==> src/hw/rtl/scs_pkg.sv <==
// Shared types, codes and constants of the SATA DMA command splitter.
package scs_pkg;

  localparam int MAX_ENTRIES_DEF      = 8;
  localparam int ENTRY_BYTES_LOG2_DEF = 22;
  localparam int SLOTS_DEF            = 32;

  localparam int LBA_W      = 48;
  localparam int SECT_W     = 32;
  localparam int ADDR_W     = 64;
  localparam int BUSY_W     = 32;
  localparam int SLOT_W     = 5;
  localparam int OPCODE_W   = 8;
  localparam int COUNT_W    = 16;
  localparam int ENTS_W     = 4;
  localparam int EBM1_W     = 22;
  localparam int CFG_DATA_W = 6;
  localparam int CFG_IDX_W  = 2;

  // Chunk holds up to 65536 sectors; byte count covers 16 entries of 4 MiB.
  localparam int CHUNK_W    = 17;
  localparam int BYTES_W    = 27;
  localparam int JOB_ENTS_W = 5;
  localparam logic [CHUNK_W-1:0] MAX_CHUNK = 17'h10000;

  localparam int SHIFT_MIN = 9;
  localparam int SHIFT_MAX = 12;

  localparam logic [3:0] SHIFT_RESET = 4'd9;
  localparam logic [5:0] SLOT_COUNT_RESET = 6'd32;
  localparam logic DEVICE_PRESENT_RESET = 1'b1;

  localparam logic [CFG_IDX_W-1:0] CFG_SECTOR_SHIFT   = 2'd0;
  localparam logic [CFG_IDX_W-1:0] CFG_SLOT_COUNT     = 2'd1;
  localparam logic [CFG_IDX_W-1:0] CFG_DEVICE_PRESENT = 2'd2;

  localparam logic ACT_REQUEST    = 1'b0;
  localparam logic ACT_COMPLETION = 1'b1;

  localparam logic [1:0] CC_OK      = 2'd0;
  localparam logic [1:0] CC_TIMEOUT = 2'd2;

  localparam logic [OPCODE_W-1:0] OP_WRITE = 8'h35;
  localparam logic [OPCODE_W-1:0] OP_READ  = 8'h25;

  typedef enum logic [1:0] {
    KIND_HEADER = 2'd0,
    KIND_ENTRY  = 2'd1,
    KIND_STATUS = 2'd2
  } item_kind_t;

  typedef enum logic [2:0] {
    ST_OK        = 3'd0,
    ST_NO_DEVICE = 3'd1,
    ST_BUSY      = 3'd2,
    ST_ERROR     = 3'd3,
    ST_TIMEOUT   = 3'd4
  } status_t;

  typedef enum logic {
    FS_IDLE,
    FS_ISSUE
  } front_state_t;

  // One unit of work for the back end: a status beat or a whole command.
  typedef struct packed {
    logic                  is_cmd;
    status_t               status;
    logic [SLOT_W-1:0]     slot;
    logic                  write;
    logic [LBA_W-1:0]      lba;
    logic [CHUNK_W-1:0]    chunk;
    logic [JOB_ENTS_W-1:0] ents;
    logic [ADDR_W-1:0]     addr;
    logic [BYTES_W-1:0]    bytes;
  } job_t;

endpackage

==> src/hw/rtl/scs_if.sv <==
// Valid/ready channel interfaces for requests and result beats.
interface scs_in_if;
  import scs_pkg::*;
  logic                 valid;
  logic                 ready;
  logic                 action;
  logic [LBA_W-1:0]     start_lba;
  logic [SECT_W-1:0]    sector_total;
  logic [ADDR_W-1:0]    buffer_addr;
  logic                 is_write;
  logic [BUSY_W-1:0]    busy_slots;
  logic [1:0]           completion_code;

  modport source (
    output valid, action, start_lba, sector_total, buffer_addr, is_write,
           busy_slots, completion_code,
    input  ready
  );
  modport sink (
    input  valid, action, start_lba, sector_total, buffer_addr, is_write,
           busy_slots, completion_code,
    output ready
  );
endinterface

interface scs_out_if;
  import scs_pkg::*;
  logic                 valid;
  logic                 ready;
  item_kind_t           item_kind;
  logic [SLOT_W-1:0]    slot;
  logic [OPCODE_W-1:0]  opcode;
  logic [LBA_W-1:0]     cmd_lba;
  logic [COUNT_W-1:0]   count_field;
  logic [ENTS_W-1:0]    entry_total;
  logic                 write_flag;
  logic [ADDR_W-1:0]    entry_addr;
  logic [EBM1_W-1:0]    entry_bytes_m1;
  status_t              status;
  logic                 last;

  modport source (
    output valid, item_kind, slot, opcode, cmd_lba, count_field, entry_total,
           write_flag, entry_addr, entry_bytes_m1, status, last,
    input  ready
  );
  modport sink (
    input  valid, item_kind, slot, opcode, cmd_lba, count_field, entry_total,
           write_flag, entry_addr, entry_bytes_m1, status, last,
    output ready
  );
endinterface

==> src/hw/rtl/scs_front.sv <==
// Front end: config registers, request/completion decode, command sizing.
module scs_front #(
  parameter int MAX_ENTRIES      = scs_pkg::MAX_ENTRIES_DEF,
  parameter int ENTRY_BYTES_LOG2 = scs_pkg::ENTRY_BYTES_LOG2_DEF,
  parameter int SLOTS            = scs_pkg::SLOTS_DEF
) (
  input  logic                             clk,
  input  logic                             rst,
  scs_in_if.sink                           in_ch,
  input  logic                             cfg_we,
  input  logic [scs_pkg::CFG_IDX_W-1:0]    cfg_index,
  input  logic [scs_pkg::CFG_DATA_W-1:0]   cfg_data,
  input  logic                             q_full,
  output logic                             q_push,
  output scs_pkg::job_t                    q_job
);
  import scs_pkg::*;

  localparam int MAXBYTES = MAX_ENTRIES << ENTRY_BYTES_LOG2;
  localparam int EBYTES   = 1 << ENTRY_BYTES_LOG2;

  logic [1:0] shift_off;
  logic [5:0] slot_count;
  logic       device_present;

  front_state_t          state, state_next;
  logic [SECT_W-1:0]     remaining, remaining_next;
  logic [LBA_W-1:0]      cur_lba, cur_lba_next;
  logic [ADDR_W-1:0]     cur_addr, cur_addr_next;
  logic                  dir_write, dir_write_next;
  logic                  in_progress, in_progress_next;
  logic [CHUNK_W-1:0]    issued, issued_next;
  logic [SLOTS-1:0]      busy_q, busy_q_next;

  logic                  accept;
  logic [3:0]            shift;
  logic [5:0]            slot_lim;
  logic [SLOTS-1:0]      free;
  logic                  found;
  logic [SLOT_W-1:0]     free_slot;
  logic [BYTES_W-1:0]    mchunk;
  logic [CHUNK_W-1:0]    chunk_raw, chunk;
  logic [BYTES_W-1:0]    bytes;
  logic [BYTES_W:0]      ents_sum;
  logic [JOB_ENTS_W-1:0] ents;

  // Sector shift is stored as its offset from 512-byte sectors, already clamped.
  always_ff @(posedge clk) begin
    if (rst) begin
      shift_off      <= 2'(SHIFT_RESET - 4'(SHIFT_MIN));
      slot_count     <= SLOT_COUNT_RESET;
      device_present <= DEVICE_PRESENT_RESET;
    end else if (cfg_we) begin
      unique case (cfg_index)
        CFG_SECTOR_SHIFT: begin
          if (cfg_data[3:0] < 4'(SHIFT_MIN)) begin
            shift_off <= 2'd0;
          end else if (cfg_data[3:0] > 4'(SHIFT_MAX)) begin
            shift_off <= 2'(SHIFT_MAX - SHIFT_MIN);
          end else begin
            shift_off <= 2'(cfg_data[3:0] - 4'(SHIFT_MIN));
          end
        end
        CFG_SLOT_COUNT:     slot_count     <= cfg_data;
        CFG_DEVICE_PRESENT: device_present <= cfg_data[0];
        default: ;
      endcase
    end
  end

  assign shift        = 4'(SHIFT_MIN) + 4'(shift_off);
  assign in_ch.ready  = (state == FS_IDLE) && !q_full;
  assign accept       = in_ch.valid && in_ch.ready;

  // Lowest free slot below the implemented count
  assign slot_lim = (slot_count > 6'(SLOTS)) ? 6'(SLOTS) : slot_count;
  always_comb begin
    for (int i = 0; i < SLOTS; i++) begin
      free[i] = !busy_q[i] && (6'(i) < slot_lim);
    end
    free_slot = '0;
    for (int i = SLOTS - 1; i >= 0; i--) begin
      if (free[i]) begin
        free_slot = SLOT_W'(i);
      end
    end
    found = |free;
  end

  // Command size: 64K sectors, then the scatter list capacity
  always_comb begin
    mchunk    = BYTES_W'(MAXBYTES) >> shift;
    chunk_raw = (remaining > SECT_W'(MAX_CHUNK)) ? MAX_CHUNK : remaining[CHUNK_W-1:0];
    chunk     = (BYTES_W'(chunk_raw) > mchunk) ? mchunk[CHUNK_W-1:0] : chunk_raw;
    bytes     = BYTES_W'(chunk) << shift;
    ents_sum  = (BYTES_W+1)'(bytes) + (BYTES_W+1)'(EBYTES - 1);
    ents      = JOB_ENTS_W'(ents_sum >> ENTRY_BYTES_LOG2);
  end

  always_ff @(posedge clk) begin
    if (rst) begin
      state       <= FS_IDLE;
      remaining   <= '0;
      cur_lba     <= '0;
      cur_addr    <= '0;
      dir_write   <= 1'b0;
      in_progress <= 1'b0;
      issued      <= '0;
      busy_q      <= '0;
    end else begin
      state       <= state_next;
      remaining   <= remaining_next;
      cur_lba     <= cur_lba_next;
      cur_addr    <= cur_addr_next;
      dir_write   <= dir_write_next;
      in_progress <= in_progress_next;
      issued      <= issued_next;
      busy_q      <= busy_q_next;
    end
  end

  always_comb begin
    state_next       = state;
    remaining_next   = remaining;
    cur_lba_next     = cur_lba;
    cur_addr_next    = cur_addr;
    dir_write_next   = dir_write;
    in_progress_next = in_progress;
    issued_next      = issued;
    busy_q_next      = busy_q;
    q_push           = 1'b0;
    q_job            = '0;
    q_job.status     = ST_OK;

    unique case (state)
      FS_IDLE: begin
        if (accept) begin
          if (in_ch.action == ACT_REQUEST) begin
            priority if (in_progress) begin
              q_push       = 1'b1;
              q_job.status = ST_BUSY;
            end else if (!device_present) begin
              q_push       = 1'b1;
              q_job.status = ST_NO_DEVICE;
            end else if (in_ch.sector_total == '0) begin
              q_push       = 1'b1;
              q_job.status = ST_OK;
            end else begin
              remaining_next = in_ch.sector_total;
              cur_lba_next   = in_ch.start_lba;
              cur_addr_next  = in_ch.buffer_addr;
              dir_write_next = in_ch.is_write;
              busy_q_next    = in_ch.busy_slots[SLOTS-1:0];
              state_next     = FS_ISSUE;
            end
          end else if (in_progress) begin
            if (in_ch.completion_code != CC_OK) begin
              in_progress_next = 1'b0;
              remaining_next   = '0;
              issued_next      = '0;
              q_push           = 1'b1;
              q_job.status     = (in_ch.completion_code == CC_TIMEOUT) ? ST_TIMEOUT
                                                                       : ST_ERROR;
            end else begin
              remaining_next = remaining - SECT_W'(issued);
              cur_lba_next   = cur_lba + LBA_W'(issued);
              cur_addr_next  = cur_addr + (ADDR_W'(issued) << shift);
              issued_next    = '0;
              busy_q_next    = in_ch.busy_slots[SLOTS-1:0];
              state_next     = FS_ISSUE;
            end
          end
        end
      end
      FS_ISSUE: begin
        if (!q_full) begin
          state_next = FS_IDLE;
          q_push     = 1'b1;
          priority if (remaining == '0) begin
            in_progress_next = 1'b0;
            q_job.status     = ST_OK;
          end else if (!found) begin
            in_progress_next = 1'b0;
            remaining_next   = '0;
            issued_next      = '0;
            q_job.status     = ST_BUSY;
          end else begin
            in_progress_next = 1'b1;
            issued_next      = chunk;
            q_job.is_cmd     = 1'b1;
            q_job.slot       = free_slot;
            q_job.write      = dir_write;
            q_job.lba        = cur_lba;
            q_job.chunk      = chunk;
            q_job.ents       = ents;
            q_job.addr       = cur_addr;
            q_job.bytes      = bytes;
          end
        end
      end
      default: state_next = FS_IDLE;
    endcase
  end

endmodule

==> src/hw/rtl/scs_job_queue.sv <==
// Two-entry queue of jobs between the front and back ends.
module scs_job_queue (
  input  logic          clk,
  input  logic          rst,
  input  logic          push,
  input  scs_pkg::job_t push_job,
  output logic          full,
  input  logic          pop,
  output scs_pkg::job_t head,
  output logic          empty
);
  import scs_pkg::*;

  job_t       slots [2];
  logic       wr_ptr;
  logic       rd_ptr;
  logic [1:0] count;

  always_ff @(posedge clk) begin
    if (rst) begin
      wr_ptr <= 1'b0;
      rd_ptr <= 1'b0;
      count  <= 2'd0;
    end else begin
      if (push) begin
        wr_ptr <= !wr_ptr;
      end
      if (pop) begin
        rd_ptr <= !rd_ptr;
      end
      count <= count + 2'(push) - 2'(pop);
    end
  end

  always_ff @(posedge clk) begin
    if (push) begin
      slots[wr_ptr] <= push_job;
    end
  end

  assign head  = slots[rd_ptr];
  assign empty = (count == 2'd0);
  assign full  = (count == 2'd2);

endmodule

==> src/hw/rtl/scs_back.sv <==
// Back end: expands a job into header, scatter entry or status beats.
module scs_back #(
  parameter int ENTRY_BYTES_LOG2 = scs_pkg::ENTRY_BYTES_LOG2_DEF
) (
  input  logic          clk,
  input  logic          rst,
  input  scs_pkg::job_t head,
  input  logic          q_empty,
  output logic          q_pop,
  scs_out_if.source     out_ch
);
  import scs_pkg::*;

  localparam int EBYTES = 1 << ENTRY_BYTES_LOG2;

  logic [JOB_ENTS_W-1:0] idx;
  logic                  emit;
  logic                  job_done;
  logic [JOB_ENTS_W-1:0] ent_num;
  logic [BYTES_W-1:0]    bytes_m1;

  logic                  out_valid;
  item_kind_t            kind_r;
  logic [SLOT_W-1:0]     slot_r;
  logic [OPCODE_W-1:0]   opcode_r;
  logic [LBA_W-1:0]      lba_r;
  logic [COUNT_W-1:0]    count_r;
  logic [ENTS_W-1:0]     ents_r;
  logic                  wflag_r;
  logic [ADDR_W-1:0]     eaddr_r;
  logic [EBM1_W-1:0]     ebm1_r;
  status_t               status_r;
  logic                  last_r;

  assign emit     = !q_empty && (!out_valid || out_ch.ready);
  assign job_done = !head.is_cmd || (idx == head.ents);
  assign q_pop    = emit && job_done;
  assign ent_num  = idx - JOB_ENTS_W'(1);
  assign bytes_m1 = head.bytes - BYTES_W'(1);

  always_ff @(posedge clk) begin
    if (rst) begin
      out_valid <= 1'b0;
      idx       <= '0;
    end else begin
      if (emit) begin
        out_valid <= 1'b1;
        idx       <= job_done ? '0 : idx + JOB_ENTS_W'(1);
      end else if (out_ch.ready) begin
        out_valid <= 1'b0;
      end
    end
  end

  always_ff @(posedge clk) begin
    if (emit) begin
      slot_r   <= '0;
      opcode_r <= '0;
      lba_r    <= '0;
      count_r  <= '0;
      ents_r   <= '0;
      wflag_r  <= 1'b0;
      eaddr_r  <= '0;
      ebm1_r   <= '0;
      status_r <= ST_OK;
      last_r   <= job_done;
      if (!head.is_cmd) begin
        kind_r   <= KIND_STATUS;
        status_r <= head.status;
      end else if (idx == '0) begin
        kind_r   <= KIND_HEADER;
        slot_r   <= head.slot;
        opcode_r <= head.write ? OP_WRITE : OP_READ;
        lba_r    <= head.lba;
        count_r  <= head.chunk[COUNT_W-1:0];
        ents_r   <= head.ents[ENTS_W-1:0];
        wflag_r  <= head.write;
      end else begin
        kind_r  <= KIND_ENTRY;
        slot_r  <= head.slot;
        eaddr_r <= head.addr + (ADDR_W'(ent_num) << ENTRY_BYTES_LOG2);
        // last entry carries the remainder, the others a full entry
        ebm1_r  <= job_done ? EBM1_W'(bytes_m1[ENTRY_BYTES_LOG2-1:0])
                            : EBM1_W'(EBYTES - 1);
      end
    end
  end

  assign out_ch.valid          = out_valid;
  assign out_ch.item_kind      = kind_r;
  assign out_ch.slot           = slot_r;
  assign out_ch.opcode         = opcode_r;
  assign out_ch.cmd_lba        = lba_r;
  assign out_ch.count_field    = count_r;
  assign out_ch.entry_total    = ents_r;
  assign out_ch.write_flag     = wflag_r;
  assign out_ch.entry_addr     = eaddr_r;
  assign out_ch.entry_bytes_m1 = ebm1_r;
  assign out_ch.status         = status_r;
  assign out_ch.last           = last_r;

endmodule

==> src/hw/rtl/sata_dma_command_splitter_unit.sv <==
// Top level of the SATA DMA command splitter.
// Requests and completion reports enter on in_ch; header, scatter entry and
// status beats leave on out_ch, last marking the final beat of each input.
// A refused request or a failed completion is taken in FS_IDLE, and its status
// beat passes through the job queue and the back-end output register to out_ch;
// an ignored completion is taken and yields no beat. A new request or an ok
// completion also passes through FS_ISSUE for sizing and slot search, with in_ch
// not ready, and its first beat (a header, or a status beat when the transfer
// ends or no slot is free) then takes the same path through queue and register.
// The back end sends one beat per cycle while out_ch is ready: the header and up
// to MAX_ENTRIES entries. A two-job queue lets the front take the next input
// while the back still streams, as long as out_ch drains.
module sata_dma_command_splitter_unit #(
  parameter int MAX_ENTRIES      = scs_pkg::MAX_ENTRIES_DEF,
  parameter int ENTRY_BYTES_LOG2 = scs_pkg::ENTRY_BYTES_LOG2_DEF,
  parameter int SLOTS            = scs_pkg::SLOTS_DEF
) (
  input  logic                           clk,
  input  logic                           rst,
  scs_in_if.sink                         in_ch,
  scs_out_if.source                      out_ch,
  input  logic                           cfg_we,
  input  logic [scs_pkg::CFG_IDX_W-1:0]  cfg_index,
  input  logic [scs_pkg::CFG_DATA_W-1:0] cfg_data
);
  import scs_pkg::*;

  logic q_push;
  job_t q_push_job;
  logic q_full;
  logic q_pop;
  job_t q_head;
  logic q_empty;

  scs_front #(
    .MAX_ENTRIES      (MAX_ENTRIES),
    .ENTRY_BYTES_LOG2 (ENTRY_BYTES_LOG2),
    .SLOTS            (SLOTS)
  ) u_front (
    .clk       (clk),
    .rst       (rst),
    .in_ch     (in_ch),
    .cfg_we    (cfg_we),
    .cfg_index (cfg_index),
    .cfg_data  (cfg_data),
    .q_full    (q_full),
    .q_push    (q_push),
    .q_job     (q_push_job)
  );

  scs_job_queue u_queue (
    .clk      (clk),
    .rst      (rst),
    .push     (q_push),
    .push_job (q_push_job),
    .full     (q_full),
    .pop      (q_pop),
    .head     (q_head),
    .empty    (q_empty)
  );

  scs_back #(
    .ENTRY_BYTES_LOG2 (ENTRY_BYTES_LOG2)
  ) u_back (
    .clk     (clk),
    .rst     (rst),
    .head    (q_head),
    .q_empty (q_empty),
    .q_pop   (q_pop),
    .out_ch  (out_ch)
  );

  a_no_overflow: assert property (@(posedge clk) disable iff (rst)
    q_push |-> !q_full)
    else $error("job pushed into full queue");

  a_no_underflow: assert property (@(posedge clk) disable iff (rst)
    q_pop |-> !q_empty)
    else $error("job popped from empty queue");

  a_status_is_last: assert property (@(posedge clk) disable iff (rst)
    out_ch.valid && (out_ch.item_kind == KIND_STATUS) |-> out_ch.last)
    else $error("status beat without last");

  a_header_not_last: assert property (@(posedge clk) disable iff (rst)
    out_ch.valid && (out_ch.item_kind == KIND_HEADER) |-> !out_ch.last)
    else $error("header beat marked last");

endmodule

==> src/flat_wrapper.sv <==
// flat-port wrapper written by rule: the top's interface ports become plain ports
module sata_dma_command_splitter_unit_flat import scs_pkg::*;
#(
  parameter int MAX_ENTRIES      = scs_pkg::MAX_ENTRIES_DEF,
  parameter int ENTRY_BYTES_LOG2 = scs_pkg::ENTRY_BYTES_LOG2_DEF,
  parameter int SLOTS            = scs_pkg::SLOTS_DEF
)
  (clk, rst, cfg_we, cfg_index, cfg_data, in_ch_valid, in_ch_action, in_ch_start_lba, in_ch_sector_total, in_ch_buffer_addr, in_ch_is_write, in_ch_busy_slots, in_ch_completion_code, in_ch_ready, out_ch_valid, out_ch_item_kind, out_ch_slot, out_ch_opcode, out_ch_cmd_lba, out_ch_count_field, out_ch_entry_total, out_ch_write_flag, out_ch_entry_addr, out_ch_entry_bytes_m1, out_ch_status, out_ch_last, out_ch_ready);
  scs_in_if in_ch_i ();
  scs_out_if out_ch_i ();
  input  logic clk;
  input  logic rst;
  input  logic cfg_we;
  input  logic [scs_pkg::CFG_IDX_W-1:0] cfg_index;
  input  logic [scs_pkg::CFG_DATA_W-1:0] cfg_data;
  input wire logic [$bits(in_ch_i.valid)-1:0] in_ch_valid;
  input wire logic [$bits(in_ch_i.action)-1:0] in_ch_action;
  input wire logic [$bits(in_ch_i.start_lba)-1:0] in_ch_start_lba;
  input wire logic [$bits(in_ch_i.sector_total)-1:0] in_ch_sector_total;
  input wire logic [$bits(in_ch_i.buffer_addr)-1:0] in_ch_buffer_addr;
  input wire logic [$bits(in_ch_i.is_write)-1:0] in_ch_is_write;
  input wire logic [$bits(in_ch_i.busy_slots)-1:0] in_ch_busy_slots;
  input wire logic [$bits(in_ch_i.completion_code)-1:0] in_ch_completion_code;
  output wire logic [$bits(in_ch_i.ready)-1:0] in_ch_ready;
  output wire logic [$bits(out_ch_i.valid)-1:0] out_ch_valid;
  output wire logic [$bits(out_ch_i.item_kind)-1:0] out_ch_item_kind;
  output wire logic [$bits(out_ch_i.slot)-1:0] out_ch_slot;
  output wire logic [$bits(out_ch_i.opcode)-1:0] out_ch_opcode;
  output wire logic [$bits(out_ch_i.cmd_lba)-1:0] out_ch_cmd_lba;
  output wire logic [$bits(out_ch_i.count_field)-1:0] out_ch_count_field;
  output wire logic [$bits(out_ch_i.entry_total)-1:0] out_ch_entry_total;
  output wire logic [$bits(out_ch_i.write_flag)-1:0] out_ch_write_flag;
  output wire logic [$bits(out_ch_i.entry_addr)-1:0] out_ch_entry_addr;
  output wire logic [$bits(out_ch_i.entry_bytes_m1)-1:0] out_ch_entry_bytes_m1;
  output wire logic [$bits(out_ch_i.status)-1:0] out_ch_status;
  output wire logic [$bits(out_ch_i.last)-1:0] out_ch_last;
  input wire logic [$bits(out_ch_i.ready)-1:0] out_ch_ready;
  assign in_ch_i.valid = in_ch_valid;
  assign in_ch_i.action = in_ch_action;
  assign in_ch_i.start_lba = in_ch_start_lba;
  assign in_ch_i.sector_total = in_ch_sector_total;
  assign in_ch_i.buffer_addr = in_ch_buffer_addr;
  assign in_ch_i.is_write = in_ch_is_write;
  assign in_ch_i.busy_slots = in_ch_busy_slots;
  assign in_ch_i.completion_code = in_ch_completion_code;
  assign in_ch_ready = in_ch_i.ready;
  assign out_ch_valid = out_ch_i.valid;
  assign out_ch_item_kind = out_ch_i.item_kind;
  assign out_ch_slot = out_ch_i.slot;
  assign out_ch_opcode = out_ch_i.opcode;
  assign out_ch_cmd_lba = out_ch_i.cmd_lba;
  assign out_ch_count_field = out_ch_i.count_field;
  assign out_ch_entry_total = out_ch_i.entry_total;
  assign out_ch_write_flag = out_ch_i.write_flag;
  assign out_ch_entry_addr = out_ch_i.entry_addr;
  assign out_ch_entry_bytes_m1 = out_ch_i.entry_bytes_m1;
  assign out_ch_status = out_ch_i.status;
  assign out_ch_last = out_ch_i.last;
  assign out_ch_i.ready = out_ch_ready;
  sata_dma_command_splitter_unit #(.MAX_ENTRIES(MAX_ENTRIES), .ENTRY_BYTES_LOG2(ENTRY_BYTES_LOG2), .SLOTS(SLOTS)) u_core (.clk(clk), .rst(rst), .in_ch(in_ch_i), .out_ch(out_ch_i), .cfg_we(cfg_we), .cfg_index(cfg_index), .cfg_data(cfg_data));
endmodule
==> config.mk <==
export PLATFORM = sky130hd
export DESIGN_NAME = sata_dma_command_splitter_unit_flat
export DESIGN_NICKNAME = d
export VERILOG_FILES = /design/src/hw/rtl/scs_pkg.sv /design/src/hw/rtl/scs_if.sv /design/src/hw/rtl/scs_front.sv /design/src/hw/rtl/scs_job_queue.sv /design/src/hw/rtl/scs_back.sv /design/src/hw/rtl/sata_dma_command_splitter_unit.sv /design/src/flat_wrapper.sv
export SDC_FILE = /design/constraint.sdc
export NUM_CORES = 1
export LEC_CHECK = 0
export BUFFER_PORTS_ARGS = -buffer_cell sky130_fd_sc_hd__buf_2
export CORE_AREA = 2 2 257 259
export CTS_CLUSTER_DIAMETER = 120
export CTS_CLUSTER_SIZE = 25
export DETAILED_ROUTE_END_ITERATION = 12
export DIE_AREA = 0 0 259 261
export GPL_ROUTABILITY_DRIVEN = 0
export PLACE_DENSITY = 0.75
export SLEW_MARGIN = 10
export SYNTH_ARGS = -nofsm -noshare
export SYNTH_HDL_FRONTEND = slang
export SYNTH_SLANG_ARGS = --single-unit
==> constraint.sdc <==
create_clock -name clk -period 12.25 [get_ports clk]
set_input_delay 1.225 -clock clk [delete_from_list [all_inputs] [get_ports clk]]
set_output_delay 1.225 -clock clk [all_outputs]
set_load 0.05 [all_outputs]
==> impl_metrics.yaml, run 1 <==
timing:
  fin_crit_ns: 6.29
  worstMarginPinSlew_ns: 1.16
  rsz0062_at_grt: "no"
  slew-limit-headroom_pct: 22.8
  tns_ns: 0
  skew_ns: 0.0252
  clock.fmax_mhz: 159
  finalSetupViolCount: 0
  finalMaxSlewViolations: 0
  whs_ns: 0.454
  layout_setup_ws_ns: 5.96
  period_share_pct: 51.4
  finalHoldViolations: 0
cts:
  cts_root_buffer: "clkbuf_16"
  cts_inserted_buffers: 31
  h-tree-depth: 1
  cts_tree: "yes"
  clkSinkCount: 690
  post_cts_buffers: 0
  cts.clk_slew.worst_paths_ns: 0.11
  hold_buffers: 0
  cts_buffer_depth: 3
  clk_latency_ns: 0.64
  post_cts_resized: 0
synth:
  ys_ff_latch: 690
  synthFlopType: "edfxtp_1"
  ys_seq_area_share_pct: 52.6
  syn_inst: 3413
  yosysUniqueCellTypes: 110
  avgSynthCellArea_um2: 10.3
  synthesis.area_um2: 35300
  async_flop_share_pct: 0
  yosysWarnings: 0
  synth_edf_count: 474
drt:
  vias: 27400
  dr_wl_met2_um: 44200
  wirelength_um: 94300
  drt_pass1_iterations: 8
  drtIter0Drc: 2850
  ant_nets: 0
  wl_per_cell_um: 20.9
  highest_layer: "met4"
  viasPerCell: 6.07
  wl_met1_um: 38900
  drc: 0
  wl_met3_um: 8040
pwr:
  totalPowerFinal_mw: 7.75
  p_leak_nw: 14.3
  power_per_cell_area_nw_per_um2: 202
  max-vdd-ir-drop_mv: 0.151
placement:
  hpwlAfterDp_um: 65600
  placed_cells: 4454
  place_area_um2: 37500
  port_buffers: 364
  pre_cts_slack_ns: 6.21
global_route:
  grt_pass1_vias: 25300
  antenna_found_initial: 3
  track_usage_pct: 26.9
  overflow: 0
  grt_pass1_wl_um: 143000
  grt_max_degree: 158
critical_path:
  r2r_cells: 20
  crit_type: "reg -> reg"
  cp.arrival_ns: 6.82
  path_delay_family: "simple AND/OR/NAND/NOR gates"
  path_cells: "buf_4 -> clkinv_1 -> ha_2 -> buf_4 -> inv_1 -> nand2_1 -> nand3_1 -> o21ai_0 -> o22ai_1 -> ha_1 -> o21a_1 -> o21ai_0 -> nor2_1 -> a211oi_1 -> o311ai_0 -> nand3_1 -> nor2_1 -> nand2_1 -> mux2i_1 -> a221oi_1"
  cpMaxStageDelayCell: "o311ai_0"
  crit_buf_inv: 4
  r2r-end: "u_core.u_front.cur_addr[59]$_SDFFE_PP0P_"
  slowest_delay_ns: 0.73
  cp_max_fo: 60
  reg2reg_from: "u_core.u_front.shift_off[0]$_SDFFE_PP0P_"
  crit_required_ns: 12.78
  cp-start-kind: "flip-flop"
  ff2ff_setup_slack_ns: 5.96
  end_kind: "flip-flop"
floorplan:
  die_area_um2: 67600
  row_count: 94
  fp.coreArea_um2: 65000
  chipHeight_um: 261
  die_x_um: 259
  start_util_pct: 54.2
  pin_count: 369
min_path:
  whs_path_depth: 2
  holdCritStartpoint: "u_core.u_front.busy_q[15]$_SDFFE_PP0P_"
  hold_path_end: "u_core.u_front.busy_q[15]$_SDFFE_PP0P_"
  hold_class: "reg -> reg"
layout:
  final_nets: 3905
  post-route-util_pct: 59.0
  drive_gt1_share_pct: 14.8
  final_cells: 4513
  design_area_um2: 38300
  area_delta_synth_final_pct: 8.77
flow_run:
  maxCapViolCount: 0
outcome:
  status: "complete, no violations"
-- metal layers --
layer / GRT usage, % / vias to the layer above
li1: - / 13000
met2: 43.5 / 1152
met4: 9.47 / 0
met1: 37.2 / 13100
met5: 0 / -
met3: 4.01 / 153
-- cells by family (layout without fill, tap and decap cells) --
group	after synthesis	in the layout	share of synthesized area, %
simple gates	1237	1237	17.1
xor+xnor	124	124	3.08
fa+ha+maj	91	91	3.30
mux	196	196	6.03
buf+inv	297	528	3.79
flops	690	690	52.6
compound gates	777	777	14.1
other cells	1	6	0.0106
-- worst max path at each step --
stage                                                        start                                        to  slack (ns)  depth (start not counted)
final                     u_core.u_front.shift_off[0]$_SDFFE_PP0P_  u_core.u_front.cur_addr[59]$_SDFFE_PP0P_        5.96                         20
after global routing      u_core.u_front.shift_off[0]$_SDFFE_PP0P_  u_core.u_front.cur_addr[59]$_SDFFE_PP0P_        5.47                         20
after CTS                 u_core.u_front.shift_off[0]$_SDFFE_PP0P_  u_core.u_front.cur_addr[59]$_SDFFE_PP0P_        6.18                         20
after detailed placement  u_core.u_front.shift_off[0]$_SDFFE_PP0P_  u_core.u_front.cur_addr[59]$_SDFFE_PP0P_        6.21                         20
after global placement    u_core.u_front.shift_off[0]$_SDFFE_PP0P_  u_core.u_front.cur_addr[59]$_SDFFE_PP0P_        6.33                         20
after floorplan                             in_ch_sector_total[25]    u_core.u_queue.slots[0][100]$_DFFE_PP_        2.88                          7
-- cells in the final DEF (no fill, tap or decap), types with 13 or more instances in the layout --
cell type,Yosys,layout
a211oi_1,25,24
a21o_1,31,31
a21oi_1,274,273
a221oi_1,37,37
a22oi_1,14,14
a31oi_1,38,38
a32oi_1,13,13
and2_1,30,29
and3_1,157,157
buf_2,29,362
buf_4,16,33
clkbuf_1,139,25
clkbuf_16,0,31
dfxtp_1,216,214
edfxtp_1,474,474
ha_1,85,83
inv_1,72,71
mux2_2,19,19
mux2i_1,166,166
nand2_1,267,265
nand2b_1,24,24
nand3_1,70,70
nand4_1,20,20
nor2_1,408,402
nor2b_1,27,27
nor3_1,97,97
nor4_1,36,36
o211ai_1,18,18
o21a_1,20,19
o21ai_0,163,163
o22ai_1,17,17
o31ai_1,13,13
or2_2,19,19
or3_1,17,17
xnor2_1,63,63
xor2_1,61,61
-- flip-flops by register name, summed over array words and instances, names as in the netlist, 2 cells and up, named ones only --
name	cells
u_core.u_back.idx	5
u_core.u_back.out_ch.cmd_lba	48
u_core.u_back.out_ch.count_field	16
u_core.u_back.out_ch.entry_addr	64
u_core.u_back.out_ch.entry_bytes_m1	15
u_core.u_back.out_ch.entry_total	4
u_core.u_back.out_ch.item_kind	2
u_core.u_back.out_ch.opcode	2
u_core.u_back.out_ch.slot	5
u_core.u_back.out_ch.status	3
u_core.u_front.busy_q	32
u_core.u_front.cur_addr	64
u_core.u_front.cur_lba	48
u_core.u_front.issued	17
u_core.u_front.remaining	32
u_core.u_front.shift_off	2
u_core.u_front.slot_count	6
u_core.u_queue.count	2
u_core.u_queue.slots	314
-- Yosys cell counts (11+ instances only) --
| master | instances | share of area [%] |
|---|---|---|
| buf_1 | 25 | 0.27 |
| a22oi_1 | 14 | 0.30 |
| a2111oi_0 | 11 | 0.27 |
| mux2_2 | 19 | 0.61 |
| o31ai_1 | 13 | 0.28 |
| a21o_1 | 31 | 0.66 |
| nor3_1 | 97 | 1.4 |
| nor2_1 | 408 | 4.3 |
| a211oi_1 | 25 | 0.53 |
| nor4_1 | 36 | 0.64 |
| mux2i_1 | 166 | 4.7 |
| nand3b_1 | 11 | 0.23 |
| o22ai_1 | 17 | 0.30 |
| ha_1 | 85 | 3.0 |
| or3_1 | 17 | 0.30 |
| and3_1 | 157 | 2.8 |
| o211ai_1 | 18 | 0.38 |
| or2_2 | 19 | 0.34 |
| edfxtp_1 | 474 | 40 |
| o21a_1 | 20 | 0.43 |
| xor2_1 | 61 | 1.5 |
| xnor2_1 | 63 | 1.6 |
| o21ai_0 | 163 | 2.3 |
| clkbuf_1 | 139 | 1.5 |
| buf_2 | 29 | 0.41 |
| a21oi_1 | 274 | 3.9 |
| inv_1 | 72 | 0.77 |
| nand4_1 | 20 | 0.35 |
| nand3_1 | 70 | 0.99 |
| nor2b_1 | 27 | 0.48 |
| a32oi_1 | 13 | 0.32 |
| a221oi_1 | 37 | 0.92 |
| dfxtp_1 | 216 | 12 |
| a31oi_1 | 38 | 0.67 |
| and2_1 | 30 | 0.53 |
| nand2_1 | 267 | 2.8 |
| nand2b_1 | 24 | 0.43 |
| buf_4 | 16 | 0.34 |
-- cell type report --
cell class,instances,area (um^2)
fillers,5503,26700
clock inverters,1,11.3
inverters,74,278
diodes,2,5.00
clock buffers,56,870
multi-input cells,2429,15400
flip-flops and latches,690,18600
well taps,864,1080
repair buffers,397,2090
-- power breakdown --
part	total (mW)	internal [mW]	leakage (nW)	switching, mW
clock	1.19	0.485	0.418	0.708
sequential	3.29	3.02	6.35	0.269
combinational	3.27	0.886	7.57	2.39
total	7.75	4.39	14.3	3.37
-- worst reg2reg max path, cell delays in order (launching register included) --
cell and delay [ns]:
dfxtp_2 0.33, buf_4 0.48, clkinv_1 0.21, ha_2 0.35, buf_4 0.49, inv_1 0.40
nand2_1 0.21, nand3_1 0.08, o21ai_0 0.14, o22ai_1 0.12, ha_1 0.38, o21a_1 0.14
o21ai_0 0.10, nor2_1 0.19, a211oi_1 0.14, o311ai_0 0.73, nand3_1 0.60, nor2_1 0.54
nand2_1 0.13, mux2i_1 0.14, a221oi_1 0.27
(Power assumes the default switching activity.)
==> run 2, diff against run 1 <==
CORE_AREA = 2 2 259 261   (was 2 2 257 259)
DIE_AREA = 0 0 261 263   (was 0 0 259 261)
PLACE_DENSITY = 0.77   (was 0.75)
clock period = 5.1 ns   (was 12.25 ns; I/O delays follow)
==> run 2 against run 1 <==
Effect of this change:
- non-clock buffer count increased by 33
- total power increased by 140%
- first-iteration DRC count increased by 6.1%
- flip-flop and latch count unchanged
- maximum frequency increased by 31%
- sequential power increased by 140%
- via count increased by 1.6%
- clock-buffer cell count unchanged
- wire length increased by 3.1%
- combinational power increased by 150%
- sequential share of layout area decreased by 0.48 points
==> impl_metrics.yaml, run 2 (same netlist as run 1, synthesis figures left out) <==
critical_path:
  crit_required_ns: 5.65
  cp-start-kind: "flip-flop"
  reg2reg_from: "u_core.u_front.shift_off[1]$_SDFFE_PP0P_"
  endpoint: "u_core.u_front.cur_addr[56]$_SDFFE_PP0P_"
  path_delay_family: "compound AO/OA/AOI/OAI gates"
  r2r_cells: 17
  cp_num_cells: 17
  cp_max_fo: 25
  end_kind: "flip-flop"
  startpoint: "u_core.u_front.shift_off[1]$_SDFFE_PP0P_"
  cpMaxStageDelayCell: "a2111oi_2"
  crit_buf_inv: 2
  r2r-end: "u_core.u_front.cur_addr[56]$_SDFFE_PP0P_"
  path_cells: "inv_1 -> ha_4 -> buf_4 -> o21ai_0 -> a21oi_1 -> nor2_1 -> ha_1 -> nor2b_1 -> o21ai_1 -> a21oi_1 -> o21ai_0 -> a2111oi_2 -> o2111a_1 -> nor2_2 -> nor4_2 -> nand3b_1 -> a31oi_1"
  slowest_delay_ns: 0.48
  cp.arrival_ns: 5.35
  crit_type: "reg -> reg"
  ff2ff_setup_slack_ns: 0.31
flow_run:
  maxCapViolCount: 0
cts:
  cts_root_buffer: "clkbuf_16"
  cts_buffer_depth: 3
  clkSinkCount: 690
  clk_latency_ns: 0.65
  cts_tree: "yes"
  h-tree-depth: 1
  cts_inserted_buffers: 31
  hold_buffers: 0
  cts.clk_slew.worst_paths_ns: 0.11
floorplan:
  start_util_pct: 53.7
  pin_count: 369
  die_area_um2: 68600
  fp.coreArea_um2: 65600
  row_count: 94
  chipHeight_um: 263
  die_x_um: 261
pwr:
  clock_power_share_pct: 15.4
  switchingPower_mw: 8.12
  max-vdd-ir-drop_mv: 0.327
  p_comb_share_pct: 43.0
  power_per_cell_area_nw_per_um2: 483
  p_leak_nw: 14.5
  totalPowerFinal_mw: 18.7
  power_frac_seq_pct: 41.5
  p_sw_share_pct: 43.3
  intPower_mw: 10.6
drt:
  wirelength_um: 97200
  ant_nets: 0
  wl_per_cell_um: 21.4
  drc: 0
  drt_pass1_iterations: 6
  drtIter0Drc: 3025
  viasPerCell: 6.12
  vias: 27800
layout:
  final_cell_mix: "474 x edfxtp_1, 402 x nor2_1, 362 x buf_2"
  final_common_cell: "edfxtp_1"
  area_delta_synth_final_pct: 9.88
  top_register: "u_core.u_queue.slots"
  drive_gt1_share_pct: 15.7
  final_nets: 3938
  largest_reg_flops: 314
  fill_cells: 5611
  post-route-util_pct: 59.0
global_route:
  track_usage_pct: 27.3
  antenna_found_initial: 7
  grt_pass1_wl_um: 147000
  grt_pass1_vias: 26100
  overflow: 0
  grt_max_degree: 131
timing:
  clock.fmax_mhz: 209
  worstMarginPinSlew_ns: 1.19
  layout_setup_ws_ns: 0.307
  finalHoldViolations: 0
  finalMaxSlewViolations: 0
  finalSetupViolCount: 0
  rsz0062_at_grt: "no"
  tns_ns: 0
  slew-limit-headroom_pct: 20.3
  period_share_pct: 94.0
  fin_crit_ns: 4.79
  skew_ns: 0.0399
placement:
  port_buffers: 364
  hpwlAfterDp_um: 68700
  pre_cts_slack_ns: 0.163
min_path:
  hold_class: "in -> reg"
outcome:
  status: "complete, no violations"
[run 2: cell types whose count changed in the layout (fill, tap and decap cells not counted), sizes merged]
cell / delta
buf: +33
diode: -1
inv: +1
[run 2: worst min-delay path by stage]
stage / depth (start not counted) / from / endpoint / slack, ns
after global placement: 2 / u_core.u_front.cur_addr[2]$_SDFFE_PP0P_ / u_core.u_front.cur_addr[2]$_SDFFE_PP0P_ / 0.44
after floorplan: 2 / u_core.u_front.busy_q[15]$_SDFFE_PP0P_ / u_core.u_front.busy_q[15]$_SDFFE_PP0P_ / 0.43
after detailed placement: 2 / u_core.u_front.cur_addr[3]$_SDFFE_PP0P_ / u_core.u_front.cur_addr[3]$_SDFFE_PP0P_ / 0.44
after global routing: 3 / in_ch_busy_slots[27] / u_core.u_front.busy_q[27]$_SDFFE_PP0P_ / 0.11
final: 3 / in_ch_is_write / u_core.u_front.dir_write$_SDFFE_PP0P_ / 0.11
after CTS: 3 / in_ch_buffer_addr[3] / u_core.u_front.cur_addr[3]$_SDFFE_PP0P_ / 0.09
[run 2: area by class of cell]
cell class | count | area (um^2) | area share, %
Clock buffer | 56 | 870 | 2.24
Antenna cell | 1 | 2.50 | 0.00646
Timing Repair Buffer | 430 | 2440 | 6.29
Tap cell | 864 | 1080 | 2.79
Multi-Input combinational cell | 2429 | 15500 | 40.0
Clock inverter | 2 | 20.0 | 0.0517
Sequential cell | 690 | 18600 | 47.9
Inverter | 74 | 283 | 0.730
[run 2: worst min-delay path, delay by kind of cell]
family | cells | cell delay, ns
AND/OR/NAND/NOR | 1 | 0.06
buffers and inverters | 1 | 0.10
AO/OA/AOI/OAI | 1 | 0.05
[run 2: power by group through the flow]
stage          logic, mW  clock network (mW)  registers [mW]
2_1_floorplan       3.80                   0            10.2
3_3_place_gp        7.95                   0            7.89
3_5_place_dp        8.01                   0            7.91
4_1_cts             8.05                2.94            7.78
5_1_grt             8.56                3.10            7.88
6_report            8.06                2.89            7.77
[run 2: per-layer routing]
layer	wire length (um)	vias to the layer above	share of wire (%)	track usage, %
met4	3360	10	3.5	8.69
met2	45700	1193	47	44.7
met1	39500	13400	41	37.3
li1	-	13100	-	-
met5	74	-	0.076	0
met3	8590	199	8.8	4.27
[run 2: timing repair]
item	CTS	global route
gates resized for setup	0	5
endpoints found under the setup margin	0	34
endpoints found under the hold margin	0	0
buffers inserted	0	1
[run 2: stage by stage]
stage	instances	hold WS (ns)	area, um^2
finish	4546	0.112	38700
global route	4545	0.110	38700
CTS	4543	0.0896	38700
detailed placement	4485	0.444	37800
global placement	4485	0.439	37800
floorplan	3416	0.431	35300
